File: src/rtl/core/ili_pkg.sv
// ----------------------------------------------------------------------------
// ili_pkg: shared types and constants for the indexed list
// Sizes, operation and status codes, and the command broadcast to the cells.
// ----------------------------------------------------------------------------
package ili_pkg;

  localparam int CAPACITY  = 128;
  localparam int WORD_BITS = 64;

  // Fixed field widths of the channels
  localparam int OP_W    = 2;
  localparam int IDX_W   = 8;
  localparam int VAL_W   = 64;
  localparam int STAT_W  = 2;
  localparam int COUNT_W = 8;

  localparam int POS_W = (CAPACITY > 1) ? $clog2(CAPACITY) : 1;
  localparam int LEN_W = $clog2(CAPACITY + 1);
  // Common width for index/length/position compares
  localparam int CMP_W = 16;

  typedef enum logic [OP_W-1:0] {
    OP_READ   = 2'd0,
    OP_WRITE  = 2'd1,
    OP_INSERT = 2'd2,
    OP_DELETE = 2'd3
  } op_e;

  typedef enum logic [STAT_W-1:0] {
    ST_OK    = 2'd0,
    ST_RANGE = 2'd1,
    ST_FULL  = 2'd2
  } status_e;

  typedef logic [WORD_BITS-1:0] word_t;

  // Command seen by every cell; en is set only for an accepted, legal beat
  typedef struct packed {
    logic             en;
    op_e              op;
    logic [CMP_W-1:0] index;
    word_t            value;
  } cmd_t;

endpackage

File: src/rtl/core/ili_cell.sv
// ----------------------------------------------------------------------------
// ili_cell: one list slot
// Holds one word; loads the new value, its left or right neighbor, or keeps.
// ----------------------------------------------------------------------------
module ili_cell (
  input  logic                        clk_i,
  input  logic [ili_pkg::POS_W-1:0]   pos_i,
  input  ili_pkg::cmd_t               cmd_i,
  input  ili_pkg::word_t              left_i,
  input  ili_pkg::word_t              right_i,
  output ili_pkg::word_t              word_o,
  output ili_pkg::word_t              rd_o
);

  ili_pkg::word_t                 word_q;
  ili_pkg::word_t                 word_d;
  logic [ili_pkg::CMP_W-1:0]      pos;
  logic                           hit;
  logic                           above;

  assign pos   = ili_pkg::CMP_W'(pos_i);
  assign hit   = (cmd_i.index == pos);
  assign above = (pos > cmd_i.index);

  always_comb begin
    word_d = word_q;
    if (cmd_i.en) begin
      unique case (cmd_i.op)
        ili_pkg::OP_WRITE: begin
          if (hit) word_d = cmd_i.value;
        end
        ili_pkg::OP_INSERT: begin
          if (hit) word_d = cmd_i.value;
          else if (above) word_d = left_i;
        end
        ili_pkg::OP_DELETE: begin
          // slots at and past the index pull from the right
          if (hit || above) word_d = right_i;
        end
        default: word_d = word_q;
      endcase
    end
  end

  always_ff @(posedge clk_i) begin
    word_q <= word_d;
  end

  assign word_o = word_q;
  assign rd_o   = hit ? word_q : '0;

endmodule

File: config.mk
export PLATFORM = sky130hd
export DESIGN_NAME = ili_cell
export DESIGN_NICKNAME = d
export VERILOG_FILES = /design/src/rtl/core/ili_pkg.sv /design/src/rtl/core/ili_cell.sv
export SDC_FILE = /design/constraint.sdc
export NUM_CORES = 1
export LEC_CHECK = 0
export BUFFER_PORTS_ARGS = -buffer_cell sky130_fd_sc_hd__buf_2
export CORE_AREA = 2 2 134 136
export CTS_CLUSTER_SIZE = 12
export DETAILED_ROUTE_END_ITERATION = 8
export DIE_AREA = 0 0 136 138
export HOLD_SLACK_MARGIN = 0.12
export SYNTH_ARGS = -nofsm -noshare
export SYNTH_HDL_FRONTEND = slang
export SYNTH_SLANG_ARGS = --single-unit
File: constraint.sdc
create_clock -name clk_i -period 9.7 [get_ports clk_i]
set_input_delay 1.455 -clock clk_i [delete_from_list [all_inputs] [get_ports clk_i]]
set_output_delay 1.455 -clock clk_i [all_outputs]
set_load 0.005 [all_outputs]
# Yosys cells after proc, flatten, opt, wreduce, memory -nomap -nowiden

Cells that the tools add are included.

Output and inout bits: 128
Register bits after elaboration: 64
Logic and storage cells: 18
Bits of input ports: 219

Mux-type cells: 6
Magnitude comparators: 1
Reduce and logical (&&, ||, !) cells: 3
Equal/unequal tests: 7

Operators with widths:

| operator           | count |
|---|---|
| $mux 64            | 5 |
| $pmux 64 s3        | 1 |
| $eq 16x7->1        | 1 |
| $gt 7x16->1        | 1 |
| $reduce_and 5->1   | 1 |
| $eq 2x2->1 const B | 2 |
| $ne 2x2->1 const B | 2 |
| $ne 3x3->1 const B | 1 |
| $reduce_bool 3->1  | 1 |
| $eq 2x1->1 const B | 1 |
| $logic_or 1x1->1   | 1 |

# Longest topological paths before layout

Gate-level depths: netlist of run 1.

Depth in word-level cells: 4
Mapped depth: 8
Gate-level depth less buffers: 6

# Worst setup path before layout of run 1

Ideal clock, no wire load.

Path type: input to register
From: in cmd_i[70] in the netlist's numbering
To: reg word_q[0], in the netlist word_o[0], enable pin
Stages on the path: 5
Library setup time: 0.524 ns
Data arrival time: 5.628 ns
Buffers on the path: 0
Data required time: 9.176 ns
Path slack: 3.548 ns
Cells stage by stage: inv_1 > ha_1 > a21oi_1 > a211o_1 > a31oi_1

Cells in the longest elaborated chain, start to end: 4
Elaborated cells between the ends (all ways): 7
Classes of those cells: 1 x order compare; 4 x eq/ne; 2 x reduce/logical

RTL lines:

| element                                           | RTL line                       | RTL |
|---|---|---|
| from (decl)                                       | ili_cell.sv:8                  | `input ili_pkg::cmd_t cmd_i,` |
| $gt 7x16->1 / $eq 16x7->1 (equally long branches) | ili_cell.sv:23, ili_cell.sv:22 |  |
| $logic_or 1x1->1                                  | ili_cell.sv:38                 | `if (hit \|\| above) word_d = right_i;` |
| $ne 2x2->1 (no line)                              | -                              |  |
| $reduce_and 5->1 (no line) *                      | -                              |  |
| to (signal assigned)                              | ili_cell.sv:46                 | `word_q <= word_d;` |
| to (decl)                                         | ili_cell.sv:15                 | `ili_pkg::word_t word_q;` |

Every way passes the cells marked *; elsewhere a longest branch is shown, timed or not.
A chain may end at the register's enable or synchronous reset.

# Worst setup path after layout of run 1

From: in cmd_i[74] in the netlist's numbering
To: out rd_o[57]

Cells in the longest elaborated chain, start to end: 2

RTL lines:

| element     | RTL line       | RTL |
|---|---|---|
| $eq 16x7->1 | ili_cell.sv:22 | `assign hit = (cmd_i.index == pos);` |
| $mux 64     | ili_cell.sv:50 | `assign rd_o = hit ? word_q : '0;` |
| to (decl)   | ili_cell.sv:12 | `output ili_pkg::word_t rd_o` |

Every way passes these cells.

==> flow_metrics.env, run 1 <==
export IMPL_status="finished, final reports clean"
export IMPL_vdd_drop_max_uv=78.1
export IMPL_cts_buffers=9
export IMPL_route_met2_wl_um=8300
export IMPL_std_cell_rows=49
export IMPL_die_w_um=136
export IMPL_drtPass1Iterations=4
export IMPL_drc=0
export IMPL_synthArstFlopShare=0
export IMPL_dp_hpwl_um=11800
export IMPL_setup_tns_final_ns=0
export IMPL_antenna_found_initial=0
export IMPL_synthXorXnorAreaFrac=0
export IMPL_antenna_cells=0
export IMPL_fin_crit_sh=0.506
export IMPL_hold_class="in2reg"
export IMPL_path_clk_slew_ns=0.05
export IMPL_netlist_area_mm2=0.00478
export IMPL_cts_setup_buffers=0
export IMPL_min_period_ns=4.91
export IMPL_maxCapViolations=0
export IMPL_required_ns=8.25
export IMPL_slowest_stage="buf_4"
export IMPL_clockRootBuffer="clkbuf_16"
export IMPL_synth_distinct_cells=25
export IMPL_critPathMostFrequentCell="buf_2"
export IMPL_drive_gt1_frac=0.471
export IMPL_clkSinkCount=64
export IMPL_synth_fa_ha_area_frac=0.0183
export IMPL_setup_viol=0
export IMPL_synth_top_family_by_area="simple AND/OR/NAND/NOR gates"
export IMPL_drt_met1_wl_um=6560
export IMPL_wl_per_cell_um=16.2
export IMPL_maxSlewHeadroom=0.402
export IMPL_grt_pass1_vias=4561
export IMPL_hold_depth=2
export IMPL_ctsResizeCount=0
export IMPL_synth_ff_type="edfxtp_1"
export IMPL_die_area_mm2=0.0188
export IMPL_final_hold_violation_count=0
export IMPL_antenna_left=0
export IMPL_grt_max_degree=70
export IMPL_synth_edff_count=64
export IMPL_postPlaceCellArea_mm2=0.00660
export IMPL_ys_ff_latch=64
export IMPL_tritoncts="yes"
export IMPL_tightest_slew_ns=0.896
export IMPL_syn2layout_area_growth_pct=44.5
export IMPL_syn_mean_instance_area_um2=10.3
export IMPL_syn_nets=688
export IMPL_yosys_warnings=0
export IMPL_nets=1010
export IMPL_fmax_mhz=204
export IMPL_start_kind="primary input"
export IMPL_synth_cells=462
export IMPL_slew_viol_final=0
export IMPL_p_leak_uw=0.00309
export IMPL_criticalPathCategory="in2out"
export IMPL_worstPathMaxFanout=69
export IMPL_whs_ns=1.42
export IMPL_largest_register_ffs=64
export IMPL_clock_path_buffers=2
export IMPL_crit_path_end_kind="output port"
export IMPL_wl_um=16500
export IMPL_dp_slack_ns=4.78
export IMPL_crit_arrival_ns=3.45
export IMPL_synth_area_mux_share=0.134
export IMPL_viasPerCell=4.73
export IMPL_grt_overflow_total=0
export IMPL_met3_length_um=1200
export IMPL_fin_area_mm2=0.00690
export IMPL_die_h_um=138
export IMPL_rsz0062_at_grt="no"
export IMPL_drt_initial_drc_count=194
export IMPL_coreArea_mm2=0.0175
export IMPL_htree_levels=3
export IMPL_crit_chain="buf_2 -> or4_4 -> nor4_4 -> buf_4 -> and2_1 -> buf_2"
export IMPL_yosysSeqAreaShare=0.402
export IMPL_max_stage_delay_ns=0.68
export IMPL_p_per_area_mw_per_mm2=112
export IMPL_synth_compound_area_frac=0.142
export IMPL_power_total_uw=773
export IMPL_synth_simple_area_share=0.240
export IMPL_ios=347
export IMPL_fin_ws_ns=4.79
export IMPL_port_buffers=346
export IMPL_grt_pass1_wl_um=24900
export IMPL_vias=4811
export IMPL_ctsHoldBuffers=0
export IMPL_start_util=0.272
export IMPL_highest_layer="met4"
export IMPL_gp_congestion=0.784
export IMPL_grt_total_usage=0.169
==> area by class of cell <==
| cell class | instances | area, µm² |
|---|---|---|
| multi-input cells | 348 | 2570 |
| inverters | 8 | 30.0 |
| clock buffers | 12 | 236 |
| well taps | 229 | 287 |
| fillers | 1830 | 10600 |
| flip-flops and latches | 64 | 1920 |
| repair buffers | 353 | 1780 |
| clock inverters | 4 | 68.8 |
==> where the power goes <==
| part | total (µW) | switching, µW | internal (µW) |
|---|---|---|---|
| clock | 342 | 118 | 224 |
| sequential | 308 | 0.0502 | 308 |
| combinational | 123 | 56.0 | 66.6 |
==> per-stage QoR <==
stage,util,instances
detailed placement,0.376,1002
floorplan,-,462
global placement,0.376,1002
CTS,0.394,1018
finish,0.394,1018
global route,0.394,1018
==> synthesized netlist by cell type, types with 2 or more instances <==
| cell | instances | share of area |
|---|---|---|
| edfxtp_1 | 64 | 0.40 |
| and2_1 | 65 | 0.085 |
| ha_1 | 7 | 0.018 |
| buf_12 | 7 | 0.029 |
| nand2_1 | 66 | 0.052 |
| clkbuf_1 | 31 | 0.024 |
| mux2i_1 | 64 | 0.13 |
| or4_4 | 2 | 0.0047 |
| a21oi_1 | 2 | 0.0021 |
| inv_1 | 8 | 0.0063 |
| buf_1 | 3 | 0.0024 |
| a221o_1 | 64 | 0.13 |
| nand2b_1 | 64 | 0.084 |
| nor2_1 | 4 | 0.0031 |
==> kinds of logic after synthesis <==
kind of cell    Yosys count
compound gates           70
fa+ha+maj                 7
buf+inv                  50
flops                    64
mux                      64
simple gates            207
==> path summary, 6_finish.rpt <==
| path | slack (ns) | start | end |
|---|---|---|---|
| setup / recovery | 4.79 | cmd_i[74] | rd_o[57] |
| hold / removal | 1.42 | right_i[17] | word_o[17] |
==> layer usage <==
metal,global-route usage,vias up
li1,-,2341
met1,0.203,2230
met2,0.293,214
met3,0.0356,26
met4,0.0680,0
met5,0,-
==> cell usage in the layout (no fill, tap or decap) <==
master / n
buf_2: 346
nand2_1: 66
nand2b_1: 64
mux2i_1: 64
a221o_1: 64
and2_1: 64
edfxtp_1: 64
clkbuf_16: 9
inv_1: 7
ha_1: 7
buf_4: 7
nor2_1: 4
clkbuf_1: 3
or4_4: 2
a21oi_1: 2
bufinv_16: 2
inv_2: 1
and2_2: 1
nor2b_4: 1
nand4b_1: 1
nand4_1: 1
nor4_4: 1
nand3_1: 1
a211o_1: 1
o21ai_0: 1
nor3_1: 1
o31ai_1: 1
a31oi_4: 1
clkinv_2: 1
clkinv_1: 1
==> worst max-delay path, delay by kind of cell <==
family                 cells  cell delay (ns)
buffers and inverters      3             0.88
and+or+nand+nor            3             1.05
Note: power is estimated with default switching activity, not from simulation.
==> inputs of run 2 (changes only) <==
CORE_AREA = 2 2 133 135   (was 2 2 134 136)
DIE_AREA = 0 0 135 137   (was 0 0 136 138)
clock period = 4 ns   (was 9.7 ns; I/O delays follow)
==> run 2 against run 1 <==
Sequential cell count is the same. Setup slack lost 3.8 ns. Critical endpoint is now rd_o[42]. Highest routed layer unchanged. Count of clock-buffer cells in the layout shrank 3. First-iteration DRC count grew 2.6%. Worst hold slack lost 0.86 ns. Critical path type unchanged. Global-route usage grew 0.35 points.
==> flow_metrics.env, run 2 (same netlist as run 1, synthesis figures left out) <==
export IMPL_die_h_um=137
export IMPL_setup_tns_final_ns=0
export IMPL_drc=0
export IMPL_clockRootBuffer="clkbuf_16"
export IMPL_path_clk_slew_ns=0.06
export IMPL_wl_per_cell_um=16.3
export IMPL_largest_register_ffs=64
export IMPL_antenna_left=0
export IMPL_worstHoldStart="right_i[21]"
export IMPL_ios=347
export IMPL_grt_pass1_wl_um=24600
export IMPL_tritoncts="yes"
export IMPL_final_util=0.408
export IMPL_grt_max_degree=76
export IMPL_antenna_found_initial=0
export IMPL_die_w_um=135
export IMPL_clock_path_buffers=2
export IMPL_layout_common_cells="346 x buf_2, 66 x nand2_1"
export IMPL_grt_overflow_total=0
export IMPL_drtPass1Iterations=4
export IMPL_cts_buffers=9
export IMPL_crit_arrival_ns=2.39
export IMPL_antenna_cells=0
export IMPL_status="finished, final reports clean"
export IMPL_setup_worst_path_start="cmd_i[74]"
export IMPL_die_area_mm2=0.0185
export IMPL_hold_depth=2
export IMPL_drt_initial_drc_count=199
export IMPL_fmax_mhz=334
export IMPL_viasPerCell=4.74
export IMPL_syn2layout_area_growth_pct=45.7
export IMPL_grt_pass1_vias=4642
export IMPL_worstPathMaxFanout=75
export IMPL_criticalPathCategory="in2out"
export IMPL_gp_congestion=0.744
export IMPL_start_util=0.280
export IMPL_wl_um=16600
export IMPL_tightest_slew_ns=0.635
export IMPL_p_leak_uw=0.00311
export IMPL_coreArea_mm2=0.0171
export IMPL_setup_viol=0
export IMPL_slew_viol_final=0
export IMPL_required_ns=3.40
export IMPL_port_buffers=346
export IMPL_nets=1012
export IMPL_start_kind="primary input"
export IMPL_layout_commonest_cell="buf_2"
export IMPL_fin_crit_sh=0.748
export IMPL_hold_class="in2reg"
export IMPL_vdd_drop_max_uv=183
export IMPL_ctsHoldBuffers=0
export IMPL_grt_total_usage=0.173
export IMPL_min_period_ns=2.99
export IMPL_crit_path_end_kind="output port"
export IMPL_rsz0062_at_grt="no"
export IMPL_maxCapViolations=0
export IMPL_drive_gt1_frac=0.474
export IMPL_vias=4815
export IMPL_dp_hpwl_um=12500
export IMPL_clkSinkCount=64
export IMPL_std_cell_rows=48
export IMPL_final_hold_violation_count=0
export IMPL_cts_setup_buffers=0
export IMPL_htree_levels=3
export IMPL_p_per_area_mw_per_mm2=270
export IMPL_ctsResizeCount=0
export IMPL_maxSlewHeadroom=0.577
## run 2: cell types whose count changed in the layout (fill, tap and decap cells not counted)
cell        before  now
buf_12           0    3
clkbuf_1         3    0
clkinv_1         1    3
clkinvlp_4       0    2
buf_4            7    6
clkinv_2         1    0
## run 2: critical path, cell delays in order
cell and delay, ns:
buf_2 0.09, or4_4 0.56, nor4_4 0.43, buf_12 0.35
and2_1 0.18, buf_2 0.10
## run 2: routing by layer
metal,vias up,global-route usage,wire (µm)
met5,-,0,0
met4,0,0.0642,296
met3,19,0.0385,1210
met2,222,0.305,8440
met1,2232,0.205,6670
li1,2342,-,-
## run 2: path summary, 6_finish.rpt
path | end | slack (ns)
min | word_o[21] | 0.56
max | rd_o[42] | 1.01
## run 2: final cells by class
class / instances / area, µm²
fillers: 1702 / 10100
clock buffers: 9 / 225
repair buffers: 355 / 1840
inverters: 8 / 30.0
well taps: 225 / 282
clock inverters: 7 / 86.3
flip-flops and latches: 64 / 1920
multi-input cells: 348 / 2570
## run 2: report_power, final
part	internal, µW	switching, µW
registers	746	0.120
clock network	539	296
logic	162	134
total	1450	430
## run 2: stage by stage
stage / hold WS, ns / instances / setup slack (ns) / instance area [µm²] / power, µW
floorplan: 0.814 / 462 / 0.151 / 4780 / 905
global placement: 0.902 / 1000 / 1.03 / 6650 / 1050
detailed placement: 0.904 / 1000 / 1.02 / 6650 / 1060
CTS: 0.544 / 1016 / 1.02 / 6960 / 1910
global route: 0.553 / 1016 / 0.935 / 6960 / 1970
finish: 0.563 / 1016 / 1.01 / 6960 / 1880
